==> config.mk <==
export PLATFORM = sky130hd
export DESIGN_NAME = srpg_ctrl
export DESIGN_NICKNAME = d
export VERILOG_FILES = /design/src/sv/stepper_ramp_profile_generator_top_assert.svh /design/src/sv/srpg_pkg.sv /design/src/sv/srpg_ctrl.sv
export SDC_FILE = /design/constraint.sdc
export NUM_CORES = 1
export LEC_CHECK = 0
export BUFFER_PORTS_ARGS = -buffer_cell sky130_fd_sc_hd__clkbuf_2
export CAP_MARGIN = 20
export CORE_MARGIN = 5
export CORE_UTILIZATION = 55
export DETAILED_ROUTE_END_ITERATION = 16
export PLACE_DENSITY_LB_ADDON = 0.1
export SLEW_MARGIN = 20
export SYNTH_ARGS = -nofsm -noshare
export SYNTH_HDL_FRONTEND = slang
export SYNTH_SLANG_ARGS = --single-unit
==> constraint.sdc <==
create_clock -name clk_i -period 9.7 [get_ports clk_i]
set_clock_uncertainty 0.2 [all_clocks]
set_input_delay 0 -clock clk_i [delete_from_list [all_inputs] [get_ports clk_i]]
set_output_delay 0 -clock clk_i [all_outputs]
set_load 0.1 [all_outputs]
==> src/sv/stepper_ramp_profile_generator_top_assert.svh <==
// Assertion macros for the stepper ramp profile generator.
// Each macro expects clk_i and rst_ni in the scope where it is used.
`ifndef STEPPER_RAMP_PROFILE_GENERATOR_TOP_ASSERT_SVH
`define STEPPER_RAMP_PROFILE_GENERATOR_TOP_ASSERT_SVH

// Antecedent in this cycle requires the consequent in the same cycle.
`define SRPG_ASSERT_IMPLIES(lbl, ante, cons, msg) \
  lbl: assert property (@(posedge clk_i) disable iff (!rst_ni) (ante) |-> (cons)) \
    else $error(msg);

// Antecedent in this cycle requires the consequent in the next cycle.
`define SRPG_ASSERT_NEXT(lbl, ante, cons, msg) \
  lbl: assert property (@(posedge clk_i) disable iff (!rst_ni) (ante) |=> (cons)) \
    else $error(msg);

`endif

==> src/sv/srpg_pkg.sv <==
// Shared types and constants of the stepper ramp profile generator.
// Used by the control, output and top-level modules; no dependencies.
`timescale 1ns / 1ps

package srpg_pkg;

  // Default sizing of the ramp table and the step counter.
  localparam int unsigned RAMP_TABLE_DEPTH_DEF = 1024;
  localparam int unsigned STEP_COUNT_BITS_DEF  = 24;

  // Fixed field widths.
  localparam int unsigned CMD_BITS       = 2;
  localparam int unsigned TABLE_IDX_BITS = 10;
  localparam int unsigned PERIOD_BITS    = 16;
  localparam int unsigned MOVE_BITS      = 24;
  localparam int unsigned LIMIT_BITS     = 10;
  localparam int unsigned CFG_IDX_BITS   = 2;
  localparam int unsigned CFG_DATA_BITS  = 24;

  // Command codes.
  localparam logic [CMD_BITS-1:0] CMD_LOAD  = 2'd0;
  localparam logic [CMD_BITS-1:0] CMD_START = 2'd1;
  localparam logic [CMD_BITS-1:0] CMD_TICK  = 2'd2;

  // Configuration register indexes.
  localparam logic [CFG_IDX_BITS-1:0] CFG_RAMP_LIMIT = 2'd0;
  localparam logic [CFG_IDX_BITS-1:0] CFG_THRESHOLD  = 2'd1;

  // Reset values of the configuration registers.
  localparam logic [LIMIT_BITS-1:0] RAMP_LIMIT_RST = 10'd512;
  localparam logic [MOVE_BITS-1:0]  THRESHOLD_RST  = 24'd1536;

  // Ramp phase codes.
  localparam logic [1:0] PH_ACC    = 2'd0;
  localparam logic [1:0] PH_CRUISE = 2'd1;
  localparam logic [1:0] PH_DEC    = 2'd2;
  localparam logic [1:0] PH_IDLE   = 2'd3;

  // Division by three through a reciprocal, exact for 16-bit operands.
  localparam int unsigned RAMP_DIVISOR = 3;
  localparam logic [31:0] DIV3_RECIP   = 32'h0000_AAAB;
  localparam int unsigned DIV3_SHIFT   = 17;

  // Per-item result flags travelling from control to the output stage.
  typedef struct packed {
    logic       step_pulse;
    logic       period_valid;
    logic       direction;
    logic       running;
    logic       move_done;
    logic [1:0] phase;
  } srpg_res_t;

endpackage

==> src/sv/srpg_ctrl.sv <==
// Command decode and move state of the stepper ramp profile generator.
// Depends on srpg_pkg; drives the write and read ports of the ramp table RAM.
`timescale 1ns / 1ps

module srpg_ctrl
  import srpg_pkg::*;
#(
  parameter int unsigned RAMP_TABLE_DEPTH = RAMP_TABLE_DEPTH_DEF,
  parameter int unsigned STEP_COUNT_BITS  = STEP_COUNT_BITS_DEF
) (
  input  logic                                clk_i,
  input  logic                                rst_ni,
  input  logic                                accept_i,
  input  logic [CMD_BITS-1:0]                 cmd_i,
  input  logic [TABLE_IDX_BITS-1:0]           table_index_i,
  input  logic [PERIOD_BITS-1:0]              table_value_i,
  input  logic [MOVE_BITS-1:0]                move_steps_i,
  input  logic                                move_reverse_i,
  input  logic                                force_full_ramp_i,
  input  logic                                cfg_valid_i,
  input  logic [CFG_IDX_BITS-1:0]             cfg_index_i,
  input  logic [CFG_DATA_BITS-1:0]            cfg_data_i,
  output logic                                ram_we_o,
  output logic [$clog2(RAMP_TABLE_DEPTH)-1:0] ram_waddr_o,
  output logic [PERIOD_BITS-1:0]              ram_wdata_o,
  output logic                                ram_re_o,
  output logic [$clog2(RAMP_TABLE_DEPTH)-1:0] ram_raddr_o,
  output srpg_res_t                           res_o
);

  localparam int unsigned AW = $clog2(RAMP_TABLE_DEPTH);
  localparam int unsigned SW = STEP_COUNT_BITS;
  localparam logic [AW-1:0] LAST_IDX = AW'(RAMP_TABLE_DEPTH - 1);
  localparam logic [31:0] DIV_SAT_AT = 32'(RAMP_DIVISOR * (RAMP_TABLE_DEPTH - 1));

  // Configuration registers.
  logic [LIMIT_BITS-1:0] ramp_limit_q;
  logic [MOVE_BITS-1:0]  threshold_q;

  // Move state.
  logic [1:0]    phase_q, phase_d;
  logic [SW-1:0] steps_done_q, steps_done_d;
  logic [SW-1:0] target_q, target_d;
  logic [AW-1:0] ramp_len_q, ramp_len_d;
  logic          timer_on_q, timer_on_d;
  logic          dir_q, dir_d;

  // Start helpers.
  logic [31:0]   limit_ext, steps_ext, tidx_ext, quot_prod, quot_ext;
  logic [AW-1:0] limit_len, div_len, start_len;

  // Tick helpers.
  logic [SW-1:0] steps_inc, steps_left, dec_diff;
  logic [31:0]   dec_diff_ext;
  logic [AW-1:0] dec_idx;

  logic pulse, pvalid, done;

  // Configuration writes; indexes beyond the list are dropped.
  always_ff @(posedge clk_i or negedge rst_ni) begin
    if (!rst_ni) begin
      ramp_limit_q <= RAMP_LIMIT_RST;
      threshold_q  <= THRESHOLD_RST;
    end else if (cfg_valid_i) begin
      unique case (cfg_index_i)
        CFG_RAMP_LIMIT: ramp_limit_q <= cfg_data_i[LIMIT_BITS-1:0];
        CFG_THRESHOLD:  threshold_q  <= cfg_data_i[MOVE_BITS-1:0];
        default: ;
      endcase
    end
  end

  // Ramp length candidates for a start, both saturated below the table depth.
  assign limit_ext = 32'(ramp_limit_q);
  assign limit_len = (limit_ext > 32'(RAMP_TABLE_DEPTH - 1)) ? LAST_IDX : limit_ext[AW-1:0];
  assign steps_ext = 32'(move_steps_i);
  assign quot_prod = 32'(move_steps_i[15:0]) * DIV3_RECIP;
  assign quot_ext  = quot_prod >> DIV3_SHIFT;
  assign div_len   = (steps_ext >= DIV_SAT_AT) ? LAST_IDX : quot_ext[AW-1:0];
  assign start_len = (force_full_ramp_i || (move_steps_i >= threshold_q)) ? limit_len : div_len;

  // Tick arithmetic on the step count.
  assign steps_inc    = steps_done_q + SW'(1);
  assign steps_left   = (target_q > steps_inc) ? (target_q - steps_inc) : '0;
  assign dec_diff     = target_q - steps_inc;
  assign dec_diff_ext = 32'(dec_diff);
  assign dec_idx      = (dec_diff_ext >= 32'(RAMP_TABLE_DEPTH - 1)) ? LAST_IDX
                                                                     : dec_diff_ext[AW-1:0];

  // Table load address; loads beyond the table are dropped.
  assign tidx_ext    = 32'(table_index_i);
  assign ram_waddr_o = tidx_ext[AW-1:0];
  assign ram_wdata_o = table_value_i;

  // Next state and result for the beat at the input.
  always_comb begin
    phase_d      = phase_q;
    steps_done_d = steps_done_q;
    target_d     = target_q;
    ramp_len_d   = ramp_len_q;
    timer_on_d   = timer_on_q;
    dir_d        = dir_q;
    pulse        = 1'b0;
    pvalid       = 1'b0;
    done         = 1'b0;
    ram_we_o     = 1'b0;
    ram_raddr_o  = steps_inc[AW-1:0];

    if (cmd_i == CMD_LOAD) begin
      ram_we_o = accept_i && (tidx_ext < 32'(RAMP_TABLE_DEPTH));
    end else if (cmd_i == CMD_START) begin
      if (move_steps_i == '0) begin
        steps_done_d = '0;
        done         = 1'b1;
      end else begin
        ramp_len_d   = start_len;
        target_d     = steps_ext[SW-1:0];
        steps_done_d = '0;
        phase_d      = PH_ACC;
        dir_d        = move_reverse_i;
        timer_on_d   = 1'b1;
      end
    end else if (cmd_i == CMD_TICK && timer_on_q) begin
      pulse        = 1'b1;
      steps_done_d = steps_inc;
      unique case (phase_q)
        PH_ACC: begin
          if (32'(steps_inc) < 32'(ramp_len_q)) begin
            pvalid = 1'b1;
          end else begin
            phase_d = PH_CRUISE;
          end
        end
        PH_CRUISE: begin
          if (32'(steps_left) <= 32'(ramp_len_q)) begin
            phase_d = PH_DEC;
          end
        end
        PH_DEC: begin
          if (steps_inc >= target_q) begin
            phase_d    = PH_IDLE;
            timer_on_d = 1'b0;
            done       = 1'b1;
          end else begin
            pvalid      = 1'b1;
            ram_raddr_o = dec_idx;
          end
        end
        default: begin
          timer_on_d = 1'b0;
          done       = 1'b1;
        end
      endcase
    end
  end

  assign ram_re_o = accept_i && pvalid;

  assign res_o.step_pulse   = pulse;
  assign res_o.period_valid = pvalid;
  assign res_o.direction    = dir_d;
  assign res_o.running      = timer_on_d;
  assign res_o.move_done    = done;
  assign res_o.phase        = phase_d;

  // State registers advance on every accepted beat.
  always_ff @(posedge clk_i or negedge rst_ni) begin
    if (!rst_ni) begin
      phase_q      <= PH_IDLE;
      steps_done_q <= '0;
      target_q     <= '0;
      ramp_len_q   <= '0;
      timer_on_q   <= 1'b0;
      dir_q        <= 1'b0;
    end else if (accept_i) begin
      phase_q      <= phase_d;
      steps_done_q <= steps_done_d;
      target_q     <= target_d;
      ramp_len_q   <= ramp_len_d;
      timer_on_q   <= timer_on_d;
      dir_q        <= dir_d;
    end
  end

endmodule

; Word level (Yosys, flattened, before mapping)
; Index checks and enable logic that the tools add are counted.
[op_classes]
shift = 0
div = 0
order_cmp = 9
bitwise_logic = 2
reduce_logical = 14
n_addsub = 2
eq_ne = 5
mux = 45
n_mul = 1
[op_table]
columns = cell, count
row1 = $mux W10, 9
row2 = $mux W24, 3
row3 = $ge A24 B24 Y1, 2
row4 = $mul A16 B16 Y27 const B, 1
row5 = $add A24 B1 Y24 const B, 1
row6 = $ge A24 B10 Y1 const B, 1
row7 = $ge A24 B12 Y1 const B, 1
row8 = $gt A24 B24 Y1, 1
row9 = $le A24 B10 Y1, 1
row10 = $logic_not A24 Y1, 1
row11 = $lt A24 B10 Y1, 1
row12 = $sub A24 B24 Y24, 1
row13 = $mux W1, 22
row14 = $mux W2, 7
row15 = $lt A10 B11 Y1 const B, 1
row16 = $gt A10 B10 Y1 const B, 1
row17 = $eq A2 B1 Y1 const B, 3
row18 = $logic_not A2 Y1, 3
row19 = $pmux W1 S2, 3
row20 = $pmux W2 S3, 1
row21 = $eq A2 B2 Y1 const B, 2
row22 = $reduce_and A2 Y1, 2
row23 = $reduce_and A4 Y1, 1
row24 = $logic_and A1 B1 Y1, 3
row25 = 5 further kinds, 6
[totals]
mem_bits_rw = 0
in_bits = 84
mem_bits_ro = 0
output_inout_bits = 45
latch_bits = 0
memories = 0
regBits = 96
word_cells = 86

; Logic depth before layout (Yosys ltp)
[depth]
word_depth = 9
ltp_mapped = 27
depth_no_buf = 24

; Worst setup path after synthesis
; No wires, ideal clock.
[synth_timing]
path_type = reg2out
from = register steps_done_q[0]
to = output res_o[0] in the netlist's numbering
setup_slack_ns = 2.632
arrival_time_ns = 6.868
t_required_ns = 9.500
n_path_buf = 2
stages_incl_launch_ff = 27
path_cell_list = dfrtp_1 -> ha_1 -> nand3_2 -> nor3_2 -> nand2_1 -> xor2_1 -> ha_1 -> clkbuf_1 -> o21ai_0 -> o21ai_0 -> a41o_1 -> a41oi_1 -> o211a_1 -> a21oi_1 -> o31ai_1 -> clkbuf_1 -> nor2_1 -> ha_1 -> nor2b_1 -> o21a_1 -> o21a_1 -> o21ai_0 -> nand2b_1 -> a21oi_1 -> o21ai_0 -> a21oi_2 -> o21ai_0
[synth_rtl]
columns = item, line
row1 = start: declaration, srpg_ctrl.sv:42  ; logic [SW-1:0] steps_done_q, steps_done_d;
row2 = start signal: assignment, srpg_ctrl.sv:177  ; steps_done_q <= steps_done_d;
row3 = end: declaration, srpg_ctrl.sv:28  ; output srpg_res_t res_o

==> impl_metrics.toml <==
[run_status]
outcome = "completed"

[cells_and_area]
layout.nets = 1675
layout-drive-gt1-share_pct = 12.5
area_growth_pct = 13.2
final_cells = 1617
n_antenna_cell = 0

[clock_network]
postCtsSetupBuffers = 0
path_clk_slew_ns = 0.08
insertion_delay_ns = 0.36
cts_buffer_depth = 2
clock_sinks = 96
cts_tree = "done"
cts_root_buf = "clkbuf_16"
ctsResizeCount = 0
cts-buffers-inserted = 9
hold_buffers = 76
htreeDepth = 3

[power]
power_density_nw_per_um2 = 231
irDropWorstVdd_mv = 0.407
total_power_mw = 2.95
p_leak_nw = 6.39

[sta]
slew_headroom_pct = 33.4
timing.fmax_mhz = 148
worst_pin_slew_ns = 0.996
hold_viol = 0
whs_ns = 0.0191
post-route-period-util_pct = 69.8
rsz0062_at_grt = "false"
drv_slew = 0
setup_violations = 0
finalCriticalPeriod_ns = 6.77
fin_setup_tns_ns = 0

[worst_setup_path]
worstSetupPathType = "register to output port"
critPathMaxFanout = 14
cpPeakStageDelay_ns = 0.70
critPathRequiredTime_ns = 9.50
endpoint_kind = "output port"
ff2ff_path_depth = 25
slowest_stage = "nor3_2"
cp-startpoint = "steps_done_q[0]"
cpLargestDelayFamily = "compound AO/OA/AOI/OAI gates"
r2r_end = "phase_q[1]"
crit_top_cell = "o21ai_0"
worstSetupStartpointType = "register"
cp.arrival_ns = 6.57
crit_buf_inv = 2
rr_startpoint = "steps_done_q[0]"
reg2reg_slack_ns = 3.66

[routing]
first_pass_iters = 5
final_antenna_net_count = 0
avgViaCountPerCell = 5.79
drt_iter0_drc = 662
drc = 0
routedWlPerCell_um = 19.0
num_vias = 9363
totalWireLength_um = 30700

[yosys]
synth_edf_count = 0
ys_warn_count = 0
syn_area_um2 = 11300
yosysTopAreaCellShare_pct = 20.1
synthCells = 1239
yosys-top-cells-count = "inv_1, ha_1, dfrtp_1, nand2_1, fa_1"
ys_types = 77
synth_top_area_cell = "dfrtp_1"
yosysSeqAreaShare_pct = 21.3
ys_ff_latch = 96
syn-num-nets = 1572
synthArstFlopShare_pct = 100
synth_area_per_cell_um2 = 9.13
synth.area.top_cells = "dfrtp_1, ha_1, fa_1"
yosys_most_used_dff = "dfrtp_1"
yosysMostFrequentCell = "inv_1"

[global_routing]
grt_pass1_vias = 9516
grt_pass1_wl_um = 50500
grt_start_max_net_pins = 67
grt.total_usage_pct = 26.5
grt_overflow = 0
antenna_found_initial = 0

[flow_run]
maxCapViolCount = 0

[die]
dieArea_um2 = 23500
ioPinCount = 129
core.rowCount = 52
start_util_pct = 55.9
die_height_um = 153
die_width_um = 153
core_region_area_um2 = 20200

[place]
dp_hpwl_um = 24200
globalplace.congestion = 1.00
place.port_buffers = 76
post-place-cells = 1525

[worst_hold_path]
holdPathStages = 4
hp-class = "input port to register"
min_to = "ramp_limit_q[6]"
hold_start = "cfg_index_i[0]"
## where the power goes
group | leakage, nW | internal, mW | switching (mW)
combinational | 5.05 | 0.852 | 1.21
sequential | 1.19 | 0.469 | 0.0551
clock | 0.150 | 0.184 | 0.180
total | 6.39 | 1.51 | 1.45
## cell usage in the layout (no fill, tap or decap), types with 10 or more instances in the layout
cell type,instances
inv_1,200
nand3_1,30
clkbuf_2,75
nor4_1,10
xor2_1,20
xnor2_1,30
dlygate4sd3_1,75
dfrtp_1,91
o21ai_0,79
fa_1,81
nand4_1,21
o22ai_1,11
nor2_1,46
nor3_1,16
mux2_2,48
nand2_1,86
a21oi_1,33
and3_1,11
a22oi_1,10
a21o_1,17
ha_1,168
## metal layers
layer / wire length, um / track usage (%) / up-vias
li1: - / - / 4441
met1: 13900 / 38.2 / 4565
met2: 14300 / 42.5 / 311
met4: 785 / 7.78 / 0
met3: 1680 / 3.03 / 46
met5: 0 / 0 / -
## worst max-delay path by stage
stage          endpoint  slack (ns)  cells after the start
2_1_floorplan  res_o[0]        2.63                     26
3_3_place_gp   res_o[1]        3.55                     26
3_5_place_dp   res_o[1]        3.43                     26
4_1_cts        res_o[1]        3.01                     26
5_1_grt        res_o[1]        2.56                     26
6_report       res_o[1]        2.93                     26
## cells by family after synthesis
logic type,count (synthesis),synth area share (%)
flip-flops,96,21.3
buffers and inverters,268,9.97
adder cells (fa/ha/maj),250,33.0
AO/OA/AOI/OAI,242,14.0
AND/OR/NAND/NOR,281,12.7
multiplexers,52,5.13
XOR/XNOR,50,3.87
## stage by stage
| stage | utilization (%) | area [um2] | setup slack [ns] |
|---|---|---|---|
| 2_1_floorplan | - | 11300 | 2.63 |
| 3_3_place_gp | 57.9 | 11700 | 3.55 |
| 3_5_place_dp | 57.9 | 11700 | 3.43 |
| 4_1_cts | 63.3 | 12800 | 3.01 |
| 5_1_grt | 63.3 | 12800 | 2.56 |
| 6_report | 63.3 | 12800 | 2.93 |
## worst reg2reg max path: stages, from the launching register on
cell      delay [ns]
dfrtp_1         0.47
ha_1            0.25
nand3_2         0.14
nor3_2          0.70
nand2_1         0.14
xor2_1          0.28
ha_1            0.39
o21ai_0         0.24
o21ai_0         0.18
a41o_1          0.29
a41oi_1         0.17
o211a_1         0.19
a21oi_1         0.07
o31ai_1         0.24
buf_4           0.25
nor2_1          0.07
ha_1            0.28
nor2b_1         0.13
o21a_1          0.16
o21a_1          0.16
o21ai_0         0.17
nand2b_1        0.08
a21oi_1         0.14
o21ai_0         0.11
a21oi_2         0.28
a32o_1          0.21
## final cells by class
| type | count | area, um2 |
|---|---|---|
| clock buffer | 9 | 225 |
| clock inverter | 7 | 86.3 |
| fill | 1694 | 7430 |
| inverter | 201 | 754 |
| multi-input combinational | 875 | 7780 |
| sequential | 96 | 2410 |
| tap | 270 | 338 |
| timing repair buffer | 159 | 1210 |
## flip-flops by register name, summed over array words and instances, names as in the netlist
name	flops
timer_on_q	1
dir_q	1
phase_q	2
target_q	24
ramp_limit_q	10
ramp_len_q	10
threshold_q	24
steps_done_q	24
Power figures use the tool's default switching activity.
