## config.mk

```make
export PLATFORM = sky130hd
export DESIGN_NAME = srpg_out
export DESIGN_NICKNAME = d
export VERILOG_FILES = /design/src/sv/stepper_ramp_profile_generator_top_assert.svh /design/src/sv/srpg_pkg.sv /design/src/sv/srpg_out.sv
export SDC_FILE = /design/constraint.sdc
export NUM_CORES = 1
export LEC_CHECK = 0
export BUFFER_PORTS_ARGS = -buffer_cell sky130_fd_sc_hd__buf_2
export CAP_MARGIN = 25
export CORE_ASPECT_RATIO = 0.6
export CORE_UTILIZATION = 48
export DETAILED_ROUTE_END_ITERATION = 7
export PLACE_DENSITY_LB_ADDON = 0.3
export SLEW_MARGIN = 40
export SYNTH_ARGS = -nofsm -noshare
export SYNTH_HDL_FRONTEND = slang
export SYNTH_SLANG_ARGS = --single-unit
export TNS_END_PERCENT = 1
```

## constraint.sdc

```tcl
create_clock -name clk_i -period 3.8 [get_ports clk_i]
set_clock_uncertainty 0.05 [all_clocks]
set_input_delay 0.76 -clock clk_i [delete_from_list [all_inputs] [get_ports clk_i]]
set_output_delay 0.76 -clock clk_i [all_outputs]
set_load 0.02 [all_outputs]
```

## src/sv/stepper_ramp_profile_generator_top_assert.svh

```systemverilog
// Assertion macros for the stepper ramp profile generator.
// Each macro expects clk_i and rst_ni in the scope where it is used.
`ifndef STEPPER_RAMP_PROFILE_GENERATOR_TOP_ASSERT_SVH
`define STEPPER_RAMP_PROFILE_GENERATOR_TOP_ASSERT_SVH

// Antecedent in this cycle requires the consequent in the same cycle.
`define SRPG_ASSERT_IMPLIES(lbl, ante, cons, msg) \
  lbl: assert property (@(posedge clk_i) disable iff (!rst_ni) (ante) |-> (cons)) \
    else $error(msg);

// Antecedent in this cycle requires the consequent in the next cycle.
`define SRPG_ASSERT_NEXT(lbl, ante, cons, msg) \
  lbl: assert property (@(posedge clk_i) disable iff (!rst_ni) (ante) |=> (cons)) \
    else $error(msg);

`endif

```

## src/sv/srpg_pkg.sv

```systemverilog
// Shared types and constants of the stepper ramp profile generator.
// Used by the control, output and top-level modules; no dependencies.
`timescale 1ns / 1ps

package srpg_pkg;

  // Default sizing of the ramp table and the step counter.
  localparam int unsigned RAMP_TABLE_DEPTH_DEF = 1024;
  localparam int unsigned STEP_COUNT_BITS_DEF  = 24;

  // Fixed field widths.
  localparam int unsigned CMD_BITS       = 2;
  localparam int unsigned TABLE_IDX_BITS = 10;
  localparam int unsigned PERIOD_BITS    = 16;
  localparam int unsigned MOVE_BITS      = 24;
  localparam int unsigned LIMIT_BITS     = 10;
  localparam int unsigned CFG_IDX_BITS   = 2;
  localparam int unsigned CFG_DATA_BITS  = 24;

  // Command codes.
  localparam logic [CMD_BITS-1:0] CMD_LOAD  = 2'd0;
  localparam logic [CMD_BITS-1:0] CMD_START = 2'd1;
  localparam logic [CMD_BITS-1:0] CMD_TICK  = 2'd2;

  // Configuration register indexes.
  localparam logic [CFG_IDX_BITS-1:0] CFG_RAMP_LIMIT = 2'd0;
  localparam logic [CFG_IDX_BITS-1:0] CFG_THRESHOLD  = 2'd1;

  // Reset values of the configuration registers.
  localparam logic [LIMIT_BITS-1:0] RAMP_LIMIT_RST = 10'd512;
  localparam logic [MOVE_BITS-1:0]  THRESHOLD_RST  = 24'd1536;

  // Ramp phase codes.
  localparam logic [1:0] PH_ACC    = 2'd0;
  localparam logic [1:0] PH_CRUISE = 2'd1;
  localparam logic [1:0] PH_DEC    = 2'd2;
  localparam logic [1:0] PH_IDLE   = 2'd3;

  // Division by three through a reciprocal, exact for 16-bit operands.
  localparam int unsigned RAMP_DIVISOR = 3;
  localparam logic [31:0] DIV3_RECIP   = 32'h0000_AAAB;
  localparam int unsigned DIV3_SHIFT   = 17;

  // Per-item result flags travelling from control to the output stage.
  typedef struct packed {
    logic       step_pulse;
    logic       period_valid;
    logic       direction;
    logic       running;
    logic       move_done;
    logic [1:0] phase;
  } srpg_res_t;

endpackage

```

## src/sv/srpg_out.sv

```systemverilog
// Result stage and output register of the stepper ramp profile generator.
// Depends on srpg_pkg; merges the registered table read with the result flags.
`timescale 1ns / 1ps

module srpg_out
  import srpg_pkg::*;
(
  input  logic                   clk_i,
  input  logic                   rst_ni,
  input  logic                   accept_i,
  input  srpg_res_t              res_i,
  input  logic [PERIOD_BITS-1:0] ram_rdata_i,
  output logic                   ready_o,
  output logic                   out_valid_o,
  input  logic                   out_stall_i,
  output logic                   step_pulse_o,
  output logic [PERIOD_BITS-1:0] period_value_o,
  output logic                   period_valid_o,
  output logic                   direction_out_o,
  output logic                   running_o,
  output logic                   move_done_o,
  output logic [1:0]             phase_o
);

  logic                   s1_valid_q, s1_valid_d;
  srpg_res_t              s1_res_q;
  logic                   s1_adv;
  logic [PERIOD_BITS-1:0] s1_period;
  logic                   out_valid_q, out_valid_d;
  srpg_res_t              out_res_q;
  logic [PERIOD_BITS-1:0] out_period_q;

  // The result stage moves on whenever the output register is free or emptying.
  assign s1_adv    = s1_valid_q && (!out_valid_q || !out_stall_i);
  assign ready_o   = !s1_valid_q || s1_adv;
  assign s1_period = s1_res_q.period_valid ? ram_rdata_i : '0;

  always_comb begin
    s1_valid_d = s1_valid_q;
    if (accept_i) begin
      s1_valid_d = 1'b1;
    end else if (s1_adv) begin
      s1_valid_d = 1'b0;
    end
  end

  always_comb begin
    out_valid_d = out_valid_q;
    if (s1_adv) begin
      out_valid_d = 1'b1;
    end else if (!out_stall_i) begin
      out_valid_d = 1'b0;
    end
  end

  // Valid flags.
  always_ff @(posedge clk_i or negedge rst_ni) begin
    if (!rst_ni) begin
      s1_valid_q  <= 1'b0;
      out_valid_q <= 1'b0;
    end else begin
      s1_valid_q  <= s1_valid_d;
      out_valid_q <= out_valid_d;
    end
  end

  // Payload registers.
  always_ff @(posedge clk_i) begin
    if (accept_i) begin
      s1_res_q <= res_i;
    end
    if (s1_adv) begin
      out_res_q    <= s1_res_q;
      out_period_q <= s1_period;
    end
  end

  assign out_valid_o     = out_valid_q;
  assign step_pulse_o    = out_res_q.step_pulse;
  assign period_value_o  = out_period_q;
  assign period_valid_o  = out_res_q.period_valid;
  assign direction_out_o = out_res_q.direction;
  assign running_o       = out_res_q.running;
  assign move_done_o     = out_res_q.move_done;
  assign phase_o         = out_res_q.phase;

endmodule

```

**Word level (Yosys, flattened, before mapping)**

Cells that the tools add are included.
W data, S select, Z words.

- Register bits after elaboration: 32
- Bits of input ports: 27
- Output and inout bits: 25
- Logic and storage cells: 27

- Equal/unequal tests: 1
- Muxes and demuxes: 4
- Reduce and logical (&&, ||, !) cells: 7

Operators by type and width:

| cell | count |
|---|---|
| $mux W1 | 4 |
| $logic_not A1 Y1 | 3 |
| $logic_or A1 B1 Y1 | 2 |
| $ne A2 B1 Y1 const B | 1 |
| $reduce_bool A2 Y1 | 1 |
| $logic_and A1 B1 Y1 | 1 |

**Longest topological paths before layout**

Gate-level depths: netlist of run 1.

- Depth after elaboration: 5
- Mapped depth: 2
- Depth with buffers taken out: 1

**Worst setup path before layout of run 1**

OpenSTA, ideal clock, no wires.

- Kind: in2reg
- Start: input port out_stall_i
- End: register out_res_q (netlist bit direction_out_o) (enable)
- Setup time: 438 ps
- Arrival: 2492 ps
- Required time: 3312 ps
- Path slack: 819 ps
- Stages on the path: 1
- Buffers on the path: 0
- Cell sequence: a21boi_0

- Cells in the longest elaborated chain, start to end: 3

Ends and longest elaborated chain:

| item | line | RTL |
|---|---|---|
| start, declared | srpg_out.sv:15 | `input logic out_stall_i,` |
| $logic_not A1 Y1 | n/a |  |
| $logic_or A1 B1 Y1 | srpg_out.sv:34 | `assign s1_adv = s1_valid_q && (!out_valid_q \|\| !out_stall_i);` |
| $logic_and A1 B1 Y1 | srpg_out.sv:34 |  |
| end signal, assigned | srpg_out.sv:73 | `out_res_q <= s1_res_q;` |
| end, declared | srpg_out.sv:30 | `srpg_res_t out_res_q;` |

Every way passes these cells.
A chain may end at the register's enable or synchronous reset.

**Worst setup path after layout of run 1**

- Start: input port out_stall_i
- End: output port ready_o

- Cells in the longest elaborated chain, start to end: 4

Ends and longest elaborated chain:

| item | line | RTL |
|---|---|---|
| $logic_not A1 Y1 | n/a |  |
| $logic_or A1 B1 Y1 | srpg_out.sv:34 |  |
| $logic_and A1 B1 Y1 | srpg_out.sv:34 |  |
| $logic_or A1 B1 Y1 | srpg_out.sv:35 | `assign ready_o = !s1_valid_q \|\| s1_adv;` |
| end, declared | srpg_out.sv:13 | `output logic ready_o,` |

Every way passes these cells.

==> key figures, run 1 <==
Drt
  – Wirelength per Cell: around 12 µm
  – DRT Pass-1 Iters: 4
  – Starting DRT DRC Count: 10
  – Post-DR vias/cell: 4.40
  – Vias: 621
  – Routed Antenna Nets: 0
  – # DRC: 0
  – WL final: roughly 1700 µm

Global route
  – Vias in the first global route: 529
  – GRT Total Usage: 14.7%
  – Largest net degree at the start of global routing: 24
  – Grt ovf: 0
  – Initial antenna violation count: 0
  – First-pass GRT wire length: 2370 µm

Timing
  – Final Setup Violations: 0
  – Worst Tran Pin Value: 0.762 ns
  – Crit path time final: around 2.0 ns
  – Fmax: around 500 MHz
  – Period utilization: 52.0%
  – TNS Setup: 0 ns
  – Hold Fails Final Rpt: 0
  – Number of max-slew violations in the final report: 0
  – Final Worst Setup Slack: 1.82 ns
  – RSZ-0062 raised after global routing: false
  – Worst rel slew slack: 49.0%

Final layout
  – Largest register FFs: 16
  – FF+latch area: 951 µm²
  – # diodes: 0
  – Area Growth Syn to Fin: 34.6%
  – Final design utilization: 68.8%
  – Layout Nets: 137
  – Fill count: 167
  – Final instance area: 0.00149 mm²
  – Area of the multi-input gates: 155 µm²
  – Share of cells above drive strength 1: a little under two thirds

Die
  – Die W: 64.0 µm
  – IO Pins: 52
  – Row cnt: 13
  – Initial Utilization: 51.1%
  – Die footprint: 0.00251 mm²
  – CORE AREA: 0.00216 mm²
  – Die H: slightly below 40 µm

Worst setup path
  – CP Max Fanout: 4
  – Worst Setup Start Kind: primary input
  – Critical path endpoint category: output port
  – Worst endpoint required time: ~3.0 ns
  – Worst setup path class: primary input to output port
  – CP arrival: about 1.2 ns

Power
  – Max VDD drop: 0.297 mV
  – Pwr Density: 518 mW/mm²
  – Total power draw: 0.772 mW
  – LEAKAGE: 0.634 nW

Clock network
  – CTS Buffer Depth: 2
  – H-tree levels: 2
  – Skew-Pair Late Insertion Delay: 0.27 ns
  – CTS Buf Count: 5
  – Clock sinks: 32
  – CTS resizes: 0
  – Post-CTS Repair Setup Buffers: 0
  – CTS tree: done
  – Cts hold-fix bufs: 0
  – Root Buffer: clkbuf_8
  – Worst-path clk slew: 0.06 ns

Yosys
  – Synthesized area: 0.00111 mm²
  – Cell count after synthesis: 53
  – Synth warnings: 0
  – Yosys reg bits: 32
  – Mean Syn Cell Area: 20.9 µm²
  – Post-Syn Nets: 80
  – Count of cell types in the netlist: 9
  – Sequential area share after synthesis: 86.0%

Outcome
  – Status: completed

Flow run
  – Number of max-cap violations: 0

Worst hold path
  – Worst hold path type: primary input to async pin

Placement
  – Pre-CTS WS: 1.83 ns
  – Placement Cell Area: 0.00140 mm²
  – IO Port Bufs: 51
  – Routability cong.: approximately 0.67
-- Yosys cell counts, drive strengths merged --
cell type | n | area share, %
a21boi | 1 | 0.68
dfrtp | 2 | 4.5
edfxtp | 30 | 81
a21o | 1 | 0.68
a31o | 1 | 0.79
and2 | 16 | 10
buf | 1 | 1.0
nand3 | 1 | 0.45
-- cell usage in the layout (no fill, tap or decap) --
cell and n:
clkbuf_8 6, a21o_1 1, buf_2 51, a31o_2 1, clkinv_1 1, clkbuf_1 1
and2_1 4, and2_2 12, nand3_1 1, dfrtp_1 2, edfxtp_1 30, a21boi_4 1
-- worst max-delay path: stages --
cell and delay, ns:
buf_2 0.14, nand3_1 0.09, buf_2 0.17
-- routing by layer --
layer / up-vias / global-route usage, % / routed length, µm
met5: - / 0 / 0
li1: 307 / - / -
met4: 0 / 6.82 / 0
met3: 0 / 9.71 / 176
met2: 34 / 22.3 / 795
met1: 280 / 16.3 / 760
-- logic make-up (layout without fill, tap and decap cells) --
kind of cell / Yosys count / after routing / share of synthesized area, %
compound gates: 3 / 3 / 2.15
flops: 32 / 32 / 86.0
simple gates: 17 / 17 / 10.9
buf+inv: 1 / 59 / 1.02
-- area by class of cell --
class | count | area share [%]
Sequential cell | 32 | 63.9
Timing Repair Buffer | 51 | 17.1
Multi-Input combinational cell | 20 | 10.4
Clock buffer | 7 | 5.80
Tap cell | 30 | 2.52
Clock inverter | 1 | 0.252
-- report_power, final --
group          internal [mW]  switching, mW  total (mW)
clock                  0.145          0.110       0.255
combinational         0.0332         0.0513      0.0845
sequential             0.421         0.0109       0.432
-- per-stage QoR --
stage          instances  hold slack [ns]
2_1_floorplan         53            0.350
3_3_place_gp         133            0.352
3_5_place_dp         133            0.357
4_1_cts              141            0.204
5_1_grt              141            0.201
6_report             141            0.210
-- final timing paths --
| check | to | startpoint | slack [ns] | cells past startpoint |
|---|---|---|---|---|
| setup / recovery | ready_o | out_stall_i | 1.82 | 3 |
| hold / removal | s1_valid_q | rst_ni | 0.21 | 1 |
| setup reg to reg | move_done_o | out_valid_o | 2.29 | 1 |
| hold reg to reg | step_pulse_o | s1_res_q[6] | 0.37 | 0 |
| max in group asynchronous | out_valid_o | rst_ni | 3.39 | 1 |
| min in group clk_i | step_pulse_o | s1_res_q[6] | 0.37 | 0 |
Note: power is estimated with default switching activity, not from simulation.
==> inputs of run 2 (changes only) <==
Settings changed: CORE_UTILIZATION 48 to 40.
Clock period 3.8 ns to 1.6 ns, I/O delays scaled along.
==> run 2 against run 1 <==
Effect of this change: flip-flop and latch count stayed put; final area is 1.5% higher; combinational power grew to 2.5 times the previous value; hold slack worse by 0.039 ns; non-clock buffer count is 2 higher; utilization is 9.7 points lower; sequential power is 140% higher; via count is 2.1% higher; final cell count is 2.8% higher; global-route usage is 0.97 points lower; critical path depth is 1 lower; highest routed layer unchanged.
==> key figures, run 2 (same netlist as run 1, synthesis figures left out) <==
Placement
  – Placed cell count: 136 (+2.3%)
  – Routability cong.: 0.681 (+2.0%)
  – IO Port Bufs: 51 (unchanged)
  – Pre-CTS WS: 0.420 ns (-1.41 ns)
  – DP HPWL: 1310 µm

Timing
  – TNS Setup: 0 ns (unchanged)
  – Worst Tran Pin Value: 0.415 ns (-0.347 ns)
  – Final Setup Violations: 0 (unchanged)
  – Worst rel slew slack: 72.3% (+23 points)
  – Fmax: 743 MHz
  – Period utilization: 84.1%
  – Number of max-slew violations in the final report: 0 (unchanged)
  – Final Worst Setup Slack: 0.255 ns (-1.57 ns)
  – RSZ-0062 raised after global routing: false
  – Hold Fails Final Rpt: 0 (unchanged)
  – Crit path time final: 1.35 ns

Clock network
  – Clock sinks: 32 (unchanged)
  – CTS tree: done
  – CTS Buffer Depth: 2 (unchanged)
  – Cts hold-fix bufs: 1 (+1)
  – Skew-Pair Late Insertion Delay: 0.27 ns (about the same)
  – Worst-path clk slew: 0.06 ns (about the same)
  – CTS resizes: 0 (unchanged)
  – H-tree levels: 2 (unchanged)
  – Post-CTS Repair Setup Buffers: 0 (unchanged)
  – CTS Buf Count: 5 (unchanged)
  – Root Buffer: clkbuf_8

Die
  – Die H: 42.7 µm (+9.0%)
  – CORE AREA: 0.00256 mm² (+18%)
  – IO Pins: 52 (unchanged)
  – Initial Utilization: 43.2% (-7.9 points)
  – Row cnt: 14 (+1)
  – Die W: 69.9 µm (+9.2%)
  – Die footprint: 0.00299 mm² (+19%)

Drt
  – WL final: 1840 µm (+6.4%)
  – # DRC: 0 (unchanged)
  – Post-DR vias/cell: 4.37 (-0.72%)
  – Wirelength per Cell: 12.7 µm (+3.4%)
  – DRT Pass-1 Iters: 4 (unchanged)
  – Routed Antenna Nets: 0 (unchanged)
  – Vias: 634 (+2.1%)
  – Starting DRT DRC Count: 27 (+17)

Global route
  – Initial antenna violation count: 0 (unchanged)
  – Largest net degree at the start of global routing: 24 (unchanged)
  – GRT Total Usage: 13.8% (-0.97 points)
  – First-pass GRT wire length: 2880 µm (+22%)
  – Vias in the first global route: 582 (+10%)
  – Grt ovf: 0 (unchanged)

Final layout
  – Layout Nets: 139 (+1.5%)
  – Non-filler instance count after layout: 145 (+2.8%)
  – Commonest non-fill, non-tap cells in the layout: buf_2 (51), edfxtp_1 (30), and2_2 (12), clkbuf_8 (5), and2_1 (4)
  – Share of cells above drive strength 1: 62.8% (-1.1 points)
  – # diodes: 0 (unchanged)
  – Fill count: 227 (+36%)
  – Area Growth Syn to Fin: 36.7%
  – Largest register FFs: 16 (unchanged)
  – Commonest non-fill, non-tap cell in the layout: buf_2
  – Final design utilization: 59.1% (-9.7 points)

Worst setup path
  – Slowest-stage cell, CP: dfrtp_1
  – Worst setup path class: flop to output port
  – Critical path endpoint category: output port
  – Max stage delay on crit path: 0.45 ns (+0.28 ns)
  – CP Max Fanout: 5 (+1)
  – Worst endpoint required time: 1.23 ns (-1.76 ns)
  – CP bufs+invs: 1 (-1)
  – Worst-path cell chain: nand3_1 > buf_2
  – CP delay by family, top: flip-flops
  – R2R setup slack: 0.44 ns (-1.85 ns)
  – CP arrival: 0.98 ns (-0.19 ns)
  – Worst Setup Start Kind: flop

Outcome
  – Status: completed

Power
  – Max VDD drop: 0.554 mV (+86%)
  – Pwr Density: 1190 mW/mm² (+130%)
  – LEAKAGE: 0.641 nW (+1.1%)

Flow run
  – Number of max-cap violations: 0 (unchanged)

Worst hold path
  – Worst hold path type: primary input to flop
## run 2: cell types whose count changed in the layout (fill, tap and decap cells not counted)
| cell | delta |
|---|---|
| dlygate4sd3_1 | +1 |
| clkbuf_1 | +1 |
| clkbuf_8 | -1 |
| buf_12 | +1 |
## run 2: area by class of cell
class                   count  area (µm²)  area share [%]
flip-flops and latches     32         951            62.9
repair buffers             53         285            18.9
multi-input cells          20         155            10.3
clock buffers               7        76.3            5.05
well taps                  32        40.0            2.65
clock inverters             1        3.75           0.248
## run 2: where the power goes
part           leakage [nW]  internal, mW  switching [mW]  total, mW
Clock                0.0399         0.302           0.261      0.563
Combinational         0.286        0.0896           0.124      0.214
Sequential            0.315         0.999          0.0255       1.02
Total                 0.641          1.39           0.411       1.80
## run 2: path summary, 6_finish.rpt
check,startpoint,to,depth (start not counted)
worst max-delay path,out_valid_o,ready_o,2
max in group asynchronous,rst_ni,out_valid_o,2
worst min register to register,s1_res_q[0],phase_o[0],0
worst max register to register,out_valid_o,period_value_o[4],2
min in group asynchronous,rst_ni,s1_valid_q,2
worst min-delay path,res_i[5],s1_res_q[5],1
## run 2: per-layer routing
| layer | GRT usage, % | vias to the layer above | part of all wire [%] |
|---|---|---|---|
| met5 | 0 | - | 0 |
| met4 | 6.00 | 0 | 0 |
| met3 | 8.31 | 0 | 13 |
| met2 | 17.1 | 39 | 39 |
| met1 | 18.9 | 284 | 48 |
| li1 | - | 311 | - |
## run 2: through the flow
stage / hold WS [ns] / area, µm² / power (mW)
3_5_place_dp: 0.0553 / 1420 / 1.26
2_1_floorplan: -0.0256 / 1120 / 1.16
5_1_grt: 0.156 / 1510 / 1.89
3_3_place_gp: 0.0556 / 1420 / 1.25
6_report: 0.172 / 1510 / 1.80
4_1_cts: 0.160 / 1510 / 1.83
==> inputs of run 3 (changes only) <==
Settings changed: CORE_UTILIZATION 40 to 44.
Clock period 1.6 ns to 1.3 ns, I/O delays scaled along.
==> run 3 against run 2 <==
Effect of this change: utilization up 7.9 points; register-to-register slack worse by 0.30 ns; sequential share of layout area about the same; combinational power up 22%; hold slack worse by 0.065 ns; critical endpoint unchanged; clock power up 25%; global-route usage up 0.25 points.
==> key figures, run 3 (same netlist as run 1, synthesis figures left out) <==
Global route
  – Largest net degree at the start of global routing: 24 (unchanged)
  – Vias in the first global route: 548 (-5.8%)
  – Met2 usage: 21.2% (+4.1 points)
  – M1 GR Usage: 15.3% (-3.7 points)
  – First-pass GRT wire length: 2400 µm (-17%)
  – GRT Total Usage: 14.0% (+0.25 points)
  – Busiest layer in global routing: met2
  – Grt ovf: 0 (unchanged)
  – Initial antenna violation count: 0 (unchanged)
  – Met3 GRT Util: 9.17% (+0.85 points)

Timing
  – Final Worst Setup Slack: 0.0423 ns (-0.213 ns)
  – Period utilization: 96.7%
  – Worst rel slew slack: 74.3% (+2.0 points)
  – Number of max-slew violations in the final report: 0 (unchanged)
  – Worst hold slack: 0.107 ns (-0.0646 ns)
  – Crit path time final: 1.26 ns
  – Hold Fails Final Rpt: 0 (unchanged)
  – Worst Tran Pin Value: 0.385 ns (-0.0302 ns)
  – Final Setup Violations: 0 (unchanged)
  – Fmax: 795 MHz
  – RSZ-0062 raised after global routing: false

Clock network
  – Clock sinks: 32 (unchanged)
  – CTS Buf Count: 5 (unchanged)
  – CTS Buffer Depth: 2 (unchanged)
  – H-tree levels: 2 (unchanged)
  – Root Buffer: clkbuf_8
  – CTS resizes: 0 (unchanged)
  – Worst-path clk slew: 0.06 ns (about the same)
  – Skew-Pair Late Insertion Delay: 0.27 ns (about the same)
  – CTS tree: done

Final layout
  – Commonest non-fill, non-tap cells in the layout: buf_2 (51), edfxtp_1 (30), and2_2 (12), clkbuf_8 (5), and2_1 (4)
  – Commonest non-fill, non-tap cell in the layout: buf_2
  – Largest register FFs: 16 (unchanged)
  – Area Growth Syn to Fin: 36.9%
  – Share of cells above drive strength 1: 64.6% (+1.8 points)
  – # diodes: 0 (unchanged)
  – Layout Nets: 139 (unchanged)

Drt
  – Post-DR vias/cell: 4.46 (+2.0%)
  – # DRC: 0 (unchanged)
  – DRT Pass-1 Iters: 4 (unchanged)
  – Routed Antenna Nets: 0 (unchanged)
  – WL final: 1770 µm (-4.2%)
  – Starting DRT DRC Count: 26 (-3.7%)
  – Vias: 638 (+0.63%)
  – Wirelength per Cell: 12.3 µm (-2.8%)

Power
  – Int Power: 1.71 mW (+23%)
  – Sw Ratio: 23.3% (+0.49 points)
  – Flop pwr share: 56.6% (-0.3 points)
  – Pwr Density: 1470 mW/mm² (+24%)
  – Clk network pwr share: 31.7% (+0.4 points)
  – NetSw: 0.519 mW (+26%)
  – LEAKAGE: 0.640 nW (-0.24%)
  – Max VDD drop: 0.851 mV (+54%)
  – Combinational share of power: 11.7% (-0.2 points)

Worst setup path
  – Reg-to-Reg End: period_value_o[10]
  – R2R setup slack: 0.14 ns (-0.30 ns)
  – RR Startpoint: out_valid_o
  – CP Max Fanout: 5 (unchanged)
  – Worst setup path class: flop to output port
  – R2R cell count: 2 (unchanged)
  – Worst endpoint required time: 0.99 ns (-0.24 ns)
  – Critical path endpoint category: output port
  – CP arrival: 0.95 ns (-0.03 ns)
  – Worst Setup Start Kind: flop

Outcome
  – Status: completed

Worst hold path
  – Hold Path Sink: s1_res_q[0]
  – Worst hold path type: primary input to flop
  – Worst Hold Launch: res_i[0]
  – Hold Path Depth: 1 (unchanged)

Die
  – Die H: 40.8 µm (-4.4%)
  – Initial Utilization: 48.9% (+5.7 points)
  – Die W: 66.7 µm (-4.5%)
  – Row cnt: 13 (-1)
  – Die footprint: 0.00272 mm² (-8.8%)
  – IO Pins: 52 (unchanged)
  – CORE AREA: 0.00226 mm² (-12%)

Flow run
  – Number of max-cap violations: 0 (unchanged)

Placement
  – IO Port Bufs: 51 (unchanged)
  – Pre-CTS WS: 0.151 ns (-0.269 ns)
  – Routability cong.: 0.633 (-7.0%)
run 3: cell types whose count changed in the layout (fill, tap and decap cells not counted):
cell        before  now
clkinvlp_4       0    1
clkbuf_1         2    1
dfrtp_1          2    1
dfrtp_2          0    1
run 3: cell type report:
cell class,count,area [µm²]
repair buffers,53,285
flip-flops and latches,32,952
well taps,30,37.5
clock buffers,6,72.6
multi-input cells,20,155
fillers,175,747
clock inverters,2,11.3
run 3: per-stage QoR:
step           area (µm²)  TNS, ns  instances  power (mW)  utilization (%)
6_report             1510        0        143        2.23             67.0
3_5_place_dp         1420        0        134        1.55             62.8
4_1_cts              1510        0        143        2.25             67.0
5_1_grt              1510        0        143        2.31             67.0
2_1_floorplan        1120    -2.06         53        1.42                -
3_3_place_gp         1420        0        134        1.54             62.8
run 3: how the worst max path moves through the flow:
stage,depth (start not counted),startpoint,to
6_report,2,out_valid_o,ready_o
5_1_grt,2,out_valid_o,ready_o
4_1_cts,2,out_valid_o,ready_o
3_5_place_dp,2,out_valid_o,period_value_o[14]
3_3_place_gp,2,out_valid_o,phase_o[0]
2_1_floorplan,1,out_valid_o,direction_out_o
run 3: routing by layer:
metal	wire length (µm)	part of all wire [%]
met5	0	0
met4	25	1.4
met3	186	11
met2	787	45
met1	766	43
run 3: critical path: stages (launching register included):
cell and delay (ns):
dfrtp_2 0.44, nand3_1 0.07, buf_2 0.16
run 3: what timing repair did:
item | CTS | global route
hold buffers | 1 | 0
buffers inserted | 0 | 0
hold endpoints to repair | 2 | 0
run 3: power groups by stage:
stage | Combinational [mW] | Clock [mW] | Sequential (mW)
5_1_grt | 0.282 | 0.762 | 1.27
3_5_place_dp | 0.264 | 0 | 1.28
4_1_cts | 0.266 | 0.723 | 1.26
6_report | 0.262 | 0.706 | 1.26
3_3_place_gp | 0.258 | 0 | 1.28
2_1_floorplan | 0.0640 | 0 | 1.36
